==> config.mk <==
export PLATFORM = sky130hd
export DESIGN_NAME = http_chunked_body_decoder
export DESIGN_NICKNAME = d
export VERILOG_FILES = /design/src/rtl/hcbd_pkg.sv /design/src/rtl/http_chunked_body_decoder.sv
export SDC_FILE = /design/constraint.sdc
export NUM_CORES = 1
export LEC_CHECK = 0
export ABC_AREA = 1
export BUFFER_PORTS_ARGS = -buffer_cell sky130_fd_sc_hd__buf_2
export CAP_MARGIN = 20
export CORE_UTILIZATION = 62
export CTS_BUF_LIST = sky130_fd_sc_hd__clkbuf_4 sky130_fd_sc_hd__clkbuf_8
export DETAILED_ROUTE_END_ITERATION = 12
export GPL_ROUTABILITY_DRIVEN = 0
export MAX_ROUTING_LAYER = met4
export PLACE_DENSITY = 0.82
export SYNTH_ARGS = -nofsm -noshare
export SYNTH_HDL_FRONTEND = slang
export SYNTH_SLANG_ARGS = --single-unit
export TNS_END_PERCENT = 5
==> constraint.sdc <==
create_clock -name clk -period 4.2 [get_ports clk]
set_input_delay 0.63 -clock clk [delete_from_list [all_inputs] [get_ports clk]]
set_output_delay 0.63 -clock clk [all_outputs]
set_load 0.02 [all_outputs]
==> src/rtl/hcbd_pkg.sv <==
// Package for the HTTP chunked body decoder.
// Holds the parse phase type, character codes and byte classifiers.
// No dependencies.
package hcbd_pkg;

  localparam int SIZE_BITS = 32;
  localparam int TRAIL_LEN = 2;

  localparam logic [7:0] CH_CR    = 8'h0D;
  localparam logic [7:0] CH_LF    = 8'h0A;
  localparam logic [7:0] CH_PLUS  = 8'h2B;
  localparam logic [7:0] CH_MINUS = 8'h2D;
  localparam logic [7:0] CH_ZERO  = 8'h30;
  localparam logic [7:0] CH_X_LC  = 8'h78;
  localparam logic [7:0] CH_X_UC  = 8'h58;

  typedef enum logic [2:0] {
    PH_LEAD,
    PH_SIGNED,
    PH_ZERO,
    PH_HEX,
    PH_DIGITS,
    PH_DATA,
    PH_TRAIL,
    PH_DONE
  } phase_t;

  // Hex digit value; 16 means not a hex digit.
  function automatic logic [4:0] hex_value(input logic [7:0] b);
    logic [4:0] v;
    v = 5'd16;
    if (b >= 8'h30 && b <= 8'h39) v = 5'(b - 8'h30);
    else if (b >= 8'h61 && b <= 8'h66) v = 5'(b - 8'h61 + 8'd10);
    else if (b >= 8'h41 && b <= 8'h46) v = 5'(b - 8'h41 + 8'd10);
    return v;
  endfunction

  function automatic logic is_blank(input logic [7:0] b);
    return (b == 8'h20) || (b >= 8'h09 && b <= 8'h0D);
  endfunction

endpackage

==> src/rtl/http_chunked_body_decoder.sv <==
// HTTP chunked transfer decoder, top level.
// Parses chunk size lines and passes chunk data; depends on hcbd_pkg.
//
//   channel  direction  signals
//   in       sink       in_valid, in_ready, in_byte, in_last
//   out      source     out_valid, out_ready, data_byte, has_data, body_end, end_status
//
// One item per cycle while the output is not stalled: an input register feeds the byte
// decode and state update, which writes the result register when the item advances.
// Reset clears the parse state and both valid flags.
// A stalled result register holds only items that produce a result; items that
// produce none drain from the input register even while the output is stalled.
module http_chunked_body_decoder
  import hcbd_pkg::*;
(
  input  logic       clk,
  input  logic       rst,
  input  logic       in_valid,
  output logic       in_ready,
  input  logic [7:0] in_byte,
  input  logic       in_last,
  output logic       out_valid,
  input  logic       out_ready,
  output logic [7:0] data_byte,
  output logic       has_data,
  output logic       body_end,
  output logic       end_status
);

  // input register
  logic       s1_valid;
  logic [7:0] s1_byte;
  logic       s1_last;

  // parse state
  phase_t                 phase, phase_next;
  logic [SIZE_BITS-1:0]   size_accum, size_accum_next;
  logic [SIZE_BITS-1:0]   bytes_left, bytes_left_next;
  logic [1:0]             trailer_skip, trailer_skip_next;
  logic                   fl_stop, fl_stop_next;
  logic                   fl_neg, fl_neg_next;
  logic                   fl_cr, fl_cr_next;

  logic       emit, r_has, r_end, r_status;
  logic       s1_adv;
  logic [4:0] dval;
  logic       take_first;
  logic       terminated;
  logic [SIZE_BITS-1:0] size_val;
  logic [SIZE_BITS-1:0] bl_dec;
  logic [1:0]           sk_dec;

  assign dval   = hex_value(s1_byte);
  assign bl_dec = bytes_left - SIZE_BITS'(bytes_left != '0);
  assign sk_dec = trailer_skip - 2'(trailer_skip != 2'd0);
  assign size_val = fl_neg ? '0 : size_accum;

  always_comb begin
    phase_next        = phase;
    size_accum_next   = size_accum;
    bytes_left_next   = bytes_left;
    trailer_skip_next = trailer_skip;
    fl_stop_next      = fl_stop;
    fl_neg_next       = fl_neg;
    fl_cr_next        = fl_cr;
    emit       = 1'b0;
    r_has      = 1'b0;
    r_end      = 1'b0;
    r_status   = 1'b0;
    take_first = 1'b0;
    terminated = 1'b0;

    if (phase == PH_DONE) begin
      // ignore bytes until the last mark
    end else if (phase == PH_DATA) begin
      emit  = 1'b1;
      r_has = 1'b1;
      bytes_left_next = bl_dec;
      if (bl_dec == '0) begin
        phase_next        = PH_TRAIL;
        trailer_skip_next = 2'(TRAIL_LEN);
      end
    end else if (phase == PH_TRAIL) begin
      trailer_skip_next = sk_dec;
      if (sk_dec == 2'd0) begin
        phase_next      = PH_LEAD;
        size_accum_next = '0;
        fl_stop_next    = 1'b0;
        fl_neg_next     = 1'b0;
        fl_cr_next      = 1'b0;
      end
    end else if (fl_cr && s1_byte == CH_LF) begin
      size_accum_next = '0;
      fl_stop_next    = 1'b0;
      fl_neg_next     = 1'b0;
      fl_cr_next      = 1'b0;
      if (size_val == '0) begin
        phase_next = PH_DONE;
        terminated = 1'b1;
        r_end      = 1'b1;
        emit       = 1'b1;
      end else begin
        phase_next      = PH_DATA;
        bytes_left_next = size_val;
      end
    end else begin
      if (!fl_stop) begin
        unique case (phase)
          PH_LEAD: begin
            if (is_blank(s1_byte)) begin
            end else if (s1_byte == CH_PLUS) begin
              phase_next = PH_SIGNED;
            end else if (s1_byte == CH_MINUS) begin
              fl_neg_next = 1'b1;
              phase_next  = PH_SIGNED;
            end else begin
              take_first = 1'b1;
            end
          end
          PH_SIGNED: take_first = 1'b1;
          PH_ZERO: begin
            if (s1_byte == CH_X_LC || s1_byte == CH_X_UC) begin
              phase_next = PH_HEX;
            end else if (dval < 5'd16) begin
              size_accum_next = SIZE_BITS'(dval[3:0]);
              phase_next      = PH_DIGITS;
            end else begin
              fl_stop_next = 1'b1;
            end
          end
          PH_HEX: begin
            if (dval < 5'd16) begin
              size_accum_next = SIZE_BITS'(dval[3:0]);
              phase_next      = PH_DIGITS;
            end else begin
              fl_stop_next = 1'b1;
            end
          end
          default: begin
            if (dval < 5'd16) begin
              // saturate once the top nibble would shift out
              if (|size_accum[SIZE_BITS-1 -: 4]) size_accum_next = '1;
              else size_accum_next = {size_accum[SIZE_BITS-5:0], dval[3:0]};
            end else begin
              fl_stop_next = 1'b1;
            end
          end
        endcase
        if (take_first) begin
          if (s1_byte == CH_ZERO) begin
            phase_next = PH_ZERO;
          end else if (dval < 5'd16) begin
            size_accum_next = SIZE_BITS'(dval[3:0]);
            phase_next      = PH_DIGITS;
          end else begin
            fl_stop_next = 1'b1;
          end
        end
      end
      fl_cr_next = (s1_byte == CH_CR);
    end

    if (s1_last) begin
      if (!terminated && phase != PH_DONE) begin
        r_end    = 1'b1;
        r_status = 1'b1;
        emit     = 1'b1;
      end
      phase_next        = PH_LEAD;
      size_accum_next   = '0;
      bytes_left_next   = '0;
      trailer_skip_next = 2'd0;
      fl_stop_next      = 1'b0;
      fl_neg_next       = 1'b0;
      fl_cr_next        = 1'b0;
    end
  end

  // an item with no result moves on even while the output is stalled
  assign s1_adv   = s1_valid && (!out_valid || out_ready || !emit);
  assign in_ready = !s1_valid || s1_adv;

  always_ff @(posedge clk) begin
    if (rst) begin
      s1_valid <= 1'b0;
    end else if (in_ready) begin
      s1_valid <= in_valid;
    end
    if (in_ready && in_valid) begin
      s1_byte <= in_byte;
      s1_last <= in_last;
    end
  end

  always_ff @(posedge clk) begin
    if (rst) begin
      phase        <= PH_LEAD;
      size_accum   <= '0;
      bytes_left   <= '0;
      trailer_skip <= 2'd0;
      fl_stop      <= 1'b0;
      fl_neg       <= 1'b0;
      fl_cr        <= 1'b0;
    end else if (s1_adv) begin
      phase        <= phase_next;
      size_accum   <= size_accum_next;
      bytes_left   <= bytes_left_next;
      trailer_skip <= trailer_skip_next;
      fl_stop      <= fl_stop_next;
      fl_neg       <= fl_neg_next;
      fl_cr        <= fl_cr_next;
    end
  end

  always_ff @(posedge clk) begin
    if (rst) begin
      out_valid <= 1'b0;
    end else if (s1_adv && emit) begin
      out_valid <= 1'b1;
    end else if (out_ready) begin
      out_valid <= 1'b0;
    end
    if (s1_adv && emit) begin
      data_byte  <= r_has ? s1_byte : 8'h00;
      has_data   <= r_has;
      body_end   <= r_end;
      end_status <= r_status;
    end
  end

`ifndef SYNTH
  a_data_phase_count: assert property (@(posedge clk) disable iff (rst)
    phase == PH_DATA |-> bytes_left != '0)
    else $error("data phase with no bytes left");

  a_trail_phase_count: assert property (@(posedge clk) disable iff (rst)
    phase == PH_TRAIL |-> trailer_skip != 2'd0)
    else $error("trailer phase with nothing to skip");

  a_result_kind: assert property (@(posedge clk) disable iff (rst)
    out_valid && !has_data |-> body_end)
    else $error("result carries neither data nor end of body");

  a_data_end_status: assert property (@(posedge clk) disable iff (rst)
    out_valid && has_data && body_end |-> end_status)
    else $error("data byte with a normal end of body");

  a_stall_holds_item: assert property (@(posedge clk) disable iff (rst)
    s1_valid && !s1_adv |=> s1_valid && $stable(s1_byte) && $stable(phase))
    else $error("stalled input item lost or state moved");
`endif

endmodule

# After elaboration in Yosys (flattened, before gate mapping)
# Index checks and enable logic that the tools add are counted.
# word_totals
word_cells	195
input_bits	13
regBits	94
output_inout_bits	13
# op_classes
eq_ne	26
magnitude_cmp	9
addsub	7
mux	101
reduce_logical	37
# op_table
operator	count
$mux 32	21
$pmux 32 s3	1
$logic_not 32->1	2
$mux 1	51
$mux 3	16
$eq 8x6->1 const B	4
$reduce_bool 32->1	1
$sub 32x1->32	1
$eq 8x4->1 const B	2
$eq 8x7->1 const B	2
$ge 8x7->1 const B	2
$le 8x7->1 const B	2
$mux 5	3
$reduce_and 5->1	3
$mux 2	6
$add 5x4->5 const B	2
$sub 5x1->5 const B	2
$eq 3x3->1 const B	3
$logic_and 1x1->1	9
$ne 3x3->1 const B	3
$pmux 3 s3	1
$reduce_and 9->1	1
$ge 8x4->1 const B	1
$ge 8x6->1 const B	1
24 further kinds	40

# Logic depth before layout (Yosys ltp)
# Gate-level depths: netlist (run 1).
# depth
ltp_word	18
ltp_mapped	23
mapped_depth_nobuf	23

# Worst setup path before layout (run 1)
# Ideal clock, no wire load.
# synth_path
path_type	register -> register
from	reg bytes_left[14]
to	reg phase[0]
path_slack_ns	1.714
synth_period_minus_slack_ns	2.486
n_path_buf	0
required_ns	4.136
t_arrival_ns	2.422
setup_ns	0.064
stages_incl_launch_ff	22
path_cell_list	dfxtp_1 nor2_1 nand2_1 inv_1 nand2_1 nor2_1 nand3_1 ha_1 ha_1 nand2_4 nor2_4 nand2_1 nand2_1 nor2_1 nand3_1 nor3_2 nand3_1 nand2_2 nand3_2 nand2_1 inv_1 nor2_1
# synth_via
elab_chain_len	5
# synth_rtl
item	line	text
start: declaration	http_chunked_body_decoder.sv:38	logic [SIZE_BITS-1:0] bytes_left, bytes_left_next;
start signal: assignment	http_chunked_body_decoder.sv:207	bytes_left <= bytes_left_next;
$reduce_bool 32->1	http_chunked_body_decoder.sv:54	assign bl_dec = bytes_left - SIZE_BITS'(bytes_left != '0);
$sub 32x1->32 *	http_chunked_body_decoder.sv:54	
$logic_not 32->1 *	http_chunked_body_decoder.sv:79	if (bl_dec == '0) begin
$ne 3x2->1 (no source line) *	-	
$reduce_and 5->1 (no source line) *	-	
end signal: assignment	http_chunked_body_decoder.sv:205	phase <= phase_next;
end: declaration	http_chunked_body_decoder.sv:36	phase_t phase, phase_next;
# Mark *: on every way between the ends. The rest lies on a longest branch, timed or not.
# A chain may end at the register's enable or synchronous reset.

# Worst setup path after layout (run 1)
# layout_path
from	reg phase[2]
to	out in_ready
# layout_via
elab_chain_len	12
word_cells_on_any_way	17
cone_classes	eq/ne: 4; mux: 7; reduce/logical: 6
# layout_rtl
item	line	text
$eq 3x3->1	http_chunked_body_decoder.sv:83	end else if (phase == PH_TRAIL) begin
$mux 1	http_chunked_body_decoder.sv:83	
$mux 1	http_chunked_body_decoder.sv:75	end else if (phase == PH_DATA) begin
$mux 1	http_chunked_body_decoder.sv:73	if (phase == PH_DONE) begin
$logic_not 1->1	http_chunked_body_decoder.sv:164	if (!terminated && phase != PH_DONE) begin
$logic_and 1x1->1	http_chunked_body_decoder.sv:164	
$mux 1	http_chunked_body_decoder.sv:164	
$mux 1 *	http_chunked_body_decoder.sv:163	if (s1_last) begin
$logic_not 1->1 *	http_chunked_body_decoder.sv:180	assign s1_adv = s1_valid && (!out_valid || out_ready || !emit);
$logic_or 1x1->1 *	http_chunked_body_decoder.sv:180	
$logic_and 1x1->1 *	http_chunked_body_decoder.sv:180	
$logic_or 1x1->1 *	http_chunked_body_decoder.sv:181	assign in_ready = !s1_valid || s1_adv;
end: declaration	http_chunked_body_decoder.sv:19	output logic in_ready,
# Marked as above.

==> impl_metrics.tcl, run 1 <==
set metrics [dict create \
    die_w_um 105 \
    vias 6326 \
    cts_root_buf "clkbuf_8" \
    critPathCaptureType "output port" \
    dp.cells 1070 \
    drt_iter0_markers 712 \
    cp_max_fo 21 \
    viasPerCell 5.83 \
    post_cts_buffers 0 \
    synth_area_leaders "dfxtp_1, nand2_1, edfxtp_1, nor2_1, inv_1" \
    cts_tree "done" \
    synthesis.nets 960 \
    wire_per_inst_um 15.7 \
    synth_async_sr_flop_share 0 \
    ys_types 42 \
    grt_pass1_vias 5786 \
    synth_top_area_share 0.226 \
    grt_max_degree 65 \
    report.final.slew_viol_count 0 \
    fmax_ghz 0.266 \
    synthSimpleGateAreaFrac 0.321 \
    synth_ff_type "dfxtp_1" \
    area_growth_pct 3.73 \
    final_util 0.661 \
    yosys.area_share.adder 0.0134 \
    synth_cells 940 \
    layoutNonFillerInstCount 1086 \
    setup_violations 0 \
    n_antenna_cell 0 \
    clk_latency_ps 370 \
    tightest_slew_ps 756 \
    cts_resized 0 \
    cts_buffers 9 \
    cp-start-kind "register" \
    fill_cells 924 \
    cts.sinks 94 \
    synth_edf_count 20 \
    dp_worst_setup_slack_ps 961 \
    grt_pass1_wl_um 28500 \
    hold_class "in2reg" \
    p_per_area_mw_per_mm2 328 \
    leakagePower_nw 2.87 \
    outcome "finished clean" \
    final_antenna_net_count 0 \
    ir_drop_mv 0.158 \
    track_usage 0.331 \
    htree_levels 3 \
    wirelength_um 17000 \
    die_area_mm2 0.0110 \
    fp.dieH_um 105 \
    p_total_mw 2.23 \
    critPathKind "reg2out" \
    yosysSeqAreaShare 0.318 \
    drcViolationCount 0 \
    hpwl_um 12500 \
    antenna_found_initial 0 \
    std_cell_rows 37 \
    fin_setup_tns_ps 0 \
    clkTransAtPathRegs_ps 90 \
    grt-ovfl-total 0 \
    ys_ff_latch 94 \
    synth_most_common_cell "nand2_1" \
    synth-compound-area-share 0.229 \
    io_pins 26 \
    portBuffers 25 \
    dr.pass1.iters 5 \
    core_area_mm2 0.0103 \
    max-cap-violations 0 \
    required_ps 3570 \
    start_util 0.637 \
    critPathArrivalTime_ps 3130 \
    cts-hold-fix-buffers 0 \
    synth_warnings 0 \
    synth_top_family_by_area "simple AND/OR/NAND/NOR gates" \
    clock_path_buffers 2 \
    fin_crit_ps 3760 \
    skew_ps 10.0 \
    hold_viol 0 \
    synthXorXnorAreaFrac 0.00401 \
    max-slew-margin-rel 0.495 \
    drive_gt1_frac 0.166 \
    synthTopCellsByCount "nand2_1, nor2_1, inv_1, dfxtp_1, o21ai_1" \
    synth_top_cell_by_area "dfxtp_1" \
    fin_ws_ps 436 \
    synthMuxAreaShare 0 \
    synth_area_mm2 0.00655 \
    fin_nets 965 \
    rrSetupSlack_ps 880 \
    synth.avg_cell_area_um2 6.96 \
    period_share 0.896 \
    rsz0062_at_grt "no" \
]
per-layer routing:
layer | routed length, µm | vias to the layer above | GRT usage
met5 | 0 | - | -
met4 | 354 | 0 | 0.114
met3 | 1670 | 39 | 0.0536
met2 | 7200 | 284 | 0.472
met1 | 7790 | 2889 | 0.474
li1 | - | 3114 | -
cell type report:
| cell class | instances | area [µm²] | area share |
|---|---|---|---|
| multi-input cells | 686 | 3720 | 0.548 |
| flip-flops and latches | 94 | 2080 | 0.307 |
| inverters | 127 | 487 | 0.0717 |
| well taps | 136 | 170 | 0.0251 |
| repair buffers | 27 | 140 | 0.0206 |
| clock buffers | 10 | 131 | 0.0193 |
| clock inverters | 6 | 61.3 | 0.00903 |
cells in the final DEF, fill, tap and decap left out, drive strengths merged:
cell type / instances
xor2: 2
a31oi: 3
clkinv: 4
ha: 7
buf: 27
o22ai: 3
nand3: 51
o211ai: 1
bufinv: 1
clkbuf: 10
nor2: 155
nand3b: 1
nor3: 4
o21ai: 108
nand2: 205
dfxtp: 74
xnor2: 1
a22oi: 1
a32o: 17
edfxtp: 20
clkinvlp: 1
o21a: 1
nand4: 23
a21oi: 103
inv: 127
flip-flops by register name, indices dropped and copies added (netlist names), 2 cells and up:
name          flops
phase             3
s1_byte           8
trailer_skip      2
bytes_left       32
data_byte         8
size_accum       32
worst paths after layout:
kind / start / endpoint / cells after the start
hold / removal: in_byte[0] / s1_byte[0] / 1
setup / recovery: phase[2] / in_ready / 8
setup reg to reg: phase[2] / bytes_left[14] / 12
hold reg to reg: size_accum[29] / size_accum[29] / 2
stage by stage:
stage / hold slack (ps) / instance area, µm²
finish: 424 / 6790
global route: 423 / 6790
CTS: 414 / 6790
detailed placement: 460 / 6600
global placement: 460 / 6600
floorplan: 438 / 6550
report_power, final:
| group | total [mW] | internal, mW | leakage (nW) | switching, mW |
|---|---|---|---|---|
| sequential | 0.990 | 0.953 | 0.802 | 0.0369 |
| combinational | 0.615 | 0.187 | 1.97 | 0.428 |
| clock | 0.620 | 0.281 | 0.0999 | 0.338 |
cell families after synthesis:
group,Yosys count
DFF,94
adders and majority gates,7
xor gates and xnor gates,3
and+or+nand+nor,439
buffers and inverters,160
AOI/OAI and AO/OA,237
worst max-delay path: stages (launching register included):
cell and delay [ps]:
dfxtp_1 640, inv_1 190, nor2_4 240, inv_2 130, nand2_1 380, inv_1 480
a21oi_1 340, nand3_1 160, buf_2 200
No activity file was read; power rests on OpenSTA's default activity.
==> inputs of run 2 (changes only) <==
--- a/config.mk
+++ b/config.mk
@@ -8,12 +8,14 @@
 export ABC_AREA = 1
 export BUFFER_PORTS_ARGS = -buffer_cell sky130_fd_sc_hd__buf_2
 export CAP_MARGIN = 20
-export CORE_UTILIZATION = 62
+export CELL_PAD_IN_SITES_DETAIL_PLACEMENT = 0
+export CELL_PAD_IN_SITES_GLOBAL_PLACEMENT = 1
+export CORE_UTILIZATION = 51
 export CTS_BUF_LIST = sky130_fd_sc_hd__clkbuf_4 sky130_fd_sc_hd__clkbuf_8
 export DETAILED_ROUTE_END_ITERATION = 12
 export GPL_ROUTABILITY_DRIVEN = 0
 export MAX_ROUTING_LAYER = met4
-export PLACE_DENSITY = 0.82
+export PLACE_DENSITY = 0.91
 export SYNTH_ARGS = -nofsm -noshare
 export SYNTH_HDL_FRONTEND = slang
 export SYNTH_SLANG_ARGS = --single-unit
==> run 2 against run 1 <==
  * Sequential power is essentially flat
  * Core utilization shrank 12 points
  * Worst setup slack better by 2.7 ps
  * Global-route usage down 3.9 points
  * Sequential cell count unchanged
  * Final area is 0.59% higher
  * Critical endpoint unchanged
  * Highest routed layer unchanged
==> impl_metrics.tcl, run 2 (synthesis results as in run 1) <==
set metrics [dict create \
    cp_common_cell "inv_1" \
    final_cell_mix "nand2_1, nor2_1, inv_1, dfxtp_1, o21ai_1" \
    grt_pass1_wl_um 28700 \
    cts_resized 0 \
    fin_hold_ws_ps 416 \
    swShare 0.364 \
    hpwl_um 13300 \
    clk_latency_ps 390 \
    layout_commonest_cell "nand2_1" \
    fill_cells 1283 \
    post_dp_cell_area_mm2 0.00664 \
    critPathKind "reg2out" \
    comb_power_share 0.278 \
    vias 6138 \
    start_util 0.521 \
    fmax_ghz 0.266 \
    grt_pass1_vias 5567 \
    fin_nets 965 \
    antenna_found_initial 0 \
    seqPwrFrac 0.446 \
    htree_levels 3 \
    hold_class "in2reg" \
    top_regs "bytes_left x32, size_accum x32" \
    pwr-share-clk 0.276 \
    viasPerCell 5.47 \
    post_cts_buffers 0 \
    wirelength_um 17700 \
    fp.dieH_um 115 \
    setup_violations 0 \
    path_cells "inv_1 > nor2_4 > inv_2 > nand2_1 > inv_1 > a21oi_1 > nand3_1 > buf_2" \
    core_area_mm2 0.0126 \
    critPathCaptureType "output port" \
    drt_iter0_markers 537 \
    p_switching_uw 809 \
    rsz0062_at_grt "no" \
    cts_tree "done" \
    fin_crit_ps 3760 \
    leakagePower_nw 2.86 \
    grt_max_degree 65 \
    outcome "finished clean" \
    p_total_mw 2.22 \
    critPathArrivalTime_ps 3130 \
    ir_drop_mv 0.213 \
    fin_setup_tns_ps 0 \
    clock_path_buffers 2 \
    area_growth_pct 4.34 \
    die_w_um 115 \
    cts_buffers 9 \
    cp_max_fo 21 \
    drcViolationCount 0 \
    grt-ovfl-total 0 \
    cp-start-kind "register" \
    internal_power_mw 1.41 \
    skew_ps 10.5 \
    period_share 0.896 \
    n_antenna_cell 0 \
    dp_worst_setup_slack_ps 915 \
    required_ps 3570 \
    portBuffers 25 \
    cts-hold-fix-buffers 0 \
    std_cell_rows 41 \
    final_antenna_net_count 0 \
    wire_per_inst_um 15.8 \
    track_usage 0.292 \
    max-cap-violations 0 \
    fin_area_mm2 0.00683 \
    clkTransAtPathRegs_ps 100 \
    hold_viol 0 \
    cts_root_buf "clkbuf_8" \
    report.final.slew_viol_count 0 \
    critPathSlowestCell "dfxtp_1" \
    cts.sinks 94 \
    critPathMaxStageDelay_ps 630 \
    dr.pass1.iters 5 \
    p_per_area_mw_per_mm2 325 \
    io_pins 26 \
    rrSetupSlack_ps 860 \
    tightest_slew_ps 858 \
    fin_ws_ps 439 \
    drive_gt1_frac 0.165 \
    max-slew-margin-rel 0.428 \
    die_area_mm2 0.0133 \
]
-- run 2: changes by cell type in the layout (fill, tap and decap cells not counted) --
cell,previous run,this run
clkinv_1,1,2
clkinv_2,3,1
inv_2,12,13
clkinvlp_2,0,1
clkbuf_4,1,0
-- run 2: power by group through the flow --
stage                     clock network (mW)  registers (mW)  logic (mW)
after CTS                              0.626           0.990       0.612
after global routing                   0.666           0.995       0.686
after detailed placement                   0            1.01       0.609
final                                  0.614           0.991       0.616
after global placement                     0            1.01       0.612
after floorplan                            0            1.00       0.483
-- run 2: metal layers --
layer / up-vias / track usage / part of all wire
met4: 0 / 0.119 / 0.025
met5: - / - / 0
met3: 31 / 0.0385 / 0.047
met2: 170 / 0.459 / 0.47
met1: 2825 / 0.378 / 0.46
li1: 3112 / - / -
-- run 2: final timing paths --
| path | from | to | depth (start not counted) |
|---|---|---|---|
| setup / recovery | phase[2] | in_ready | 8 |
| hold / removal | in_byte[2] | s1_byte[2] | 1 |
| setup reg to reg | phase[2] | bytes_left[15] | 12 |
| hold reg to reg | size_accum[29] | size_accum[29] | 2 |
-- run 2: worst max-delay path, delay by kind of cell, from the launching register on --
family | cells | cell delay (ps)
flip-flops | 1 | 630
AND/OR/NAND/NOR | 3 | 770
buffers and inverters | 4 | 1000
AO/OA/AOI/OAI | 1 | 320
-- run 2: final cells by class --
| type | count | area (µm²) | share of cell area |
|---|---|---|---|
| clock inverter | 7 | 63.8 | 0.00934 |
| timing repair buffer | 27 | 140 | 0.0205 |
| sequential | 94 | 2080 | 0.305 |
| tap | 172 | 215 | 0.0315 |
| inverter | 127 | 487 | 0.0713 |
| clock buffer | 9 | 124 | 0.0181 |
| multi-input combinational | 686 | 3720 | 0.544 |
-- run 2: through the flow --
stage	utilization	instances
after floorplan	-	940
after global placement	0.529	1106
after detailed placement	0.529	1106
after CTS	0.543	1122
after global routing	0.543	1122
final	0.543	1122
==> inputs of run 3 (changes only) <==
==> constraint.sdc (replaced) <==
create_clock -name clk -period 4.2 [get_ports clk]
set_input_delay 0.84 -clock clk [delete_from_list [all_inputs] [get_ports clk]]
set_output_delay 0.84 -clock clk [all_outputs]
set_load 0.02 [all_outputs]
==> run 3 against run 2 <==
  * Core utilization about the same
  * Wire length decreased by 1.1%
  * Power decreased by 0.77%
  * Critical endpoint unchanged
  * Highest routed layer unchanged
==> impl_metrics.tcl, run 3 (synthesis results as in run 1) <==
set metrics [dict create \
    outcome "finished clean" \
    post_cts_buffers 0 \
    antenna_found_initial 0 \
    comb_power_share 0.278 \
    rrSetupSlack_ps 1000 \
    cts_tree "done" \
    hpwl_um 13300 \
    p_per_area_mw_per_mm2 323 \
    cp_max_fo 21 \
    grt_pass1_vias 5545 \
    setup_violations 0 \
    die_w_um 115 \
    hold_viol 0 \
    fin_hold_ws_ps 470 \
    clock_path_buffers 2 \
    max-cap-violations 0 \
    post_dp_cell_area_mm2 0.00664 \
    grt_max_degree 65 \
    io_pins 26 \
    fin_ws_ps 404 \
    viasPerCell 5.39 \
    p_switching_uw 819 \
    cts.sinks 94 \
    rsz0062_at_grt "no" \
    dr.pass1.iters 5 \
    critPathCaptureType "output port" \
    grt_pass1_wl_um 28300 \
    drive_gt1_frac 0.167 \
    period_share 0.904 \
    start_util 0.521 \
    portBuffers 25 \
    critPathKind "reg2out" \
    core_area_mm2 0.0126 \
    whs_path_depth 2 \
    hold_class "reg2reg" \
    skew_ps 10.3 \
    tightest_slew_ps 854 \
    critPathArrivalTime_ps 2960 \
    vias 6052 \
    track_usage 0.287 \
    report.final.slew_viol_count 0 \
    fin_nets 965 \
    top_regs "bytes_left x32, size_accum x32" \
    cts_resized 0 \
    grt-ovfl-total 0 \
    fmax_ghz 0.263 \
    n_antenna_cell 0 \
    fin_crit_ps 3800 \
    layout_commonest_cell "nand2_1" \
    drt_iter0_markers 584 \
    swShare 0.372 \
    fp.dieH_um 115 \
    clk_latency_ps 400 \
    dp_worst_setup_slack_ps 852 \
    final_antenna_net_count 0 \
    cts_root_buf "clkbuf_8" \
    cts_buffers 9 \
    final_cell_mix "nand2_1, nor2_1, inv_1, dfxtp_1, o21ai_1" \
    die_area_mm2 0.0133 \
    hold_end "size_accum[29]" \
    cts-hold-fix-buffers 0 \
    max-slew-margin-rel 0.430 \
    htree_levels 3 \
    r2r_cells 12 \
    cp-start-kind "register" \
    seqPwrFrac 0.449 \
    fin_area_mm2 0.00683 \
    std_cell_rows 41 \
    drcViolationCount 0 \
    clkTransAtPathRegs_ps 100 \
    leakagePower_nw 2.87 \
    wire_per_inst_um 15.6 \
    r2r-end "bytes_left[15]" \
    min-delay-start "size_accum[29]" \
    pwr-share-clk 0.273 \
    ir_drop_mv 0.193 \
    area_growth_pct 4.30 \
    wirelength_um 17500 \
    fin_setup_tns_ps 0 \
    timing.rr.start "phase[2]" \
    required_ps 3360 \
    internal_power_mw 1.38 \
    p_total_mw 2.20 \
]
run 3: changes by cell type in the layout (fill, tap and decap cells not counted), sizes merged:
cell / before / now
bufinv: 1 / 0
clkinv: 3 / 1
clkinvlp: 2 / 1
inv: 128 / 130
clkbuf: 9 / 11
run 3: final cells by class:
class | count | area, µm²
Sequential cell | 94 | 2080
Clock buffer | 11 | 145
Multi-Input combinational cell | 686 | 3720
Fill cell | 1289 | 5740
Tap cell | 172 | 215
Timing Repair Buffer | 27 | 140
Clock inverter | 5 | 40.0
Inverter | 127 | 487
run 3: how the worst max path moves through the flow:
| stage | start | endpoint | slack, ps |
|---|---|---|---|
| 2_1_floorplan | bytes_left[14] | phase[0] | 1710 |
| 3_3_place_gp | phase[2] | in_ready | 910 |
| 3_5_place_dp | phase[2] | in_ready | 850 |
| 4_1_cts | phase[2] | in_ready | 410 |
| 5_1_grt | phase[2] | in_ready | 140 |
| 6_report | phase[2] | in_ready | 400 |
run 3: per-stage QoR:
stage | utilization | instances
floorplan | - | 940
global route | 0.543 | 1122
detailed placement | 0.529 | 1106
global placement | 0.529 | 1106
finish | 0.543 | 1122
CTS | 0.543 | 1122
run 3: power groups by stage:
stage	Clock, mW	Sequential, mW	Combinational, mW
after global routing	0.641	0.995	0.684
after global placement	0	1.01	0.609
after detailed placement	0	1.01	0.607
after CTS	0.610	0.989	0.609
after floorplan	0	1.00	0.483
final	0.602	0.990	0.612
run 3: metal layers:
| metal | vias to the layer above | share of wire | GRT usage |
|---|---|---|---|
| li1 | 3117 | - | - |
| met1 | 2793 | 0.47 | 0.363 |
| met2 | 110 | 0.47 | 0.457 |
| met3 | 32 | 0.035 | 0.0548 |
| met4 | 0 | 0.027 | 0.0996 |
| met5 | - | 0 | - |
run 3: worst max-delay path: stages (launching register included):
cell,delay [ps]
dfxtp_1,620
inv_1,190
nor2_4,220
inv_2,140
nand2_1,330
inv_1,410
a21oi_1,300
nand3_1,140
buf_2,190
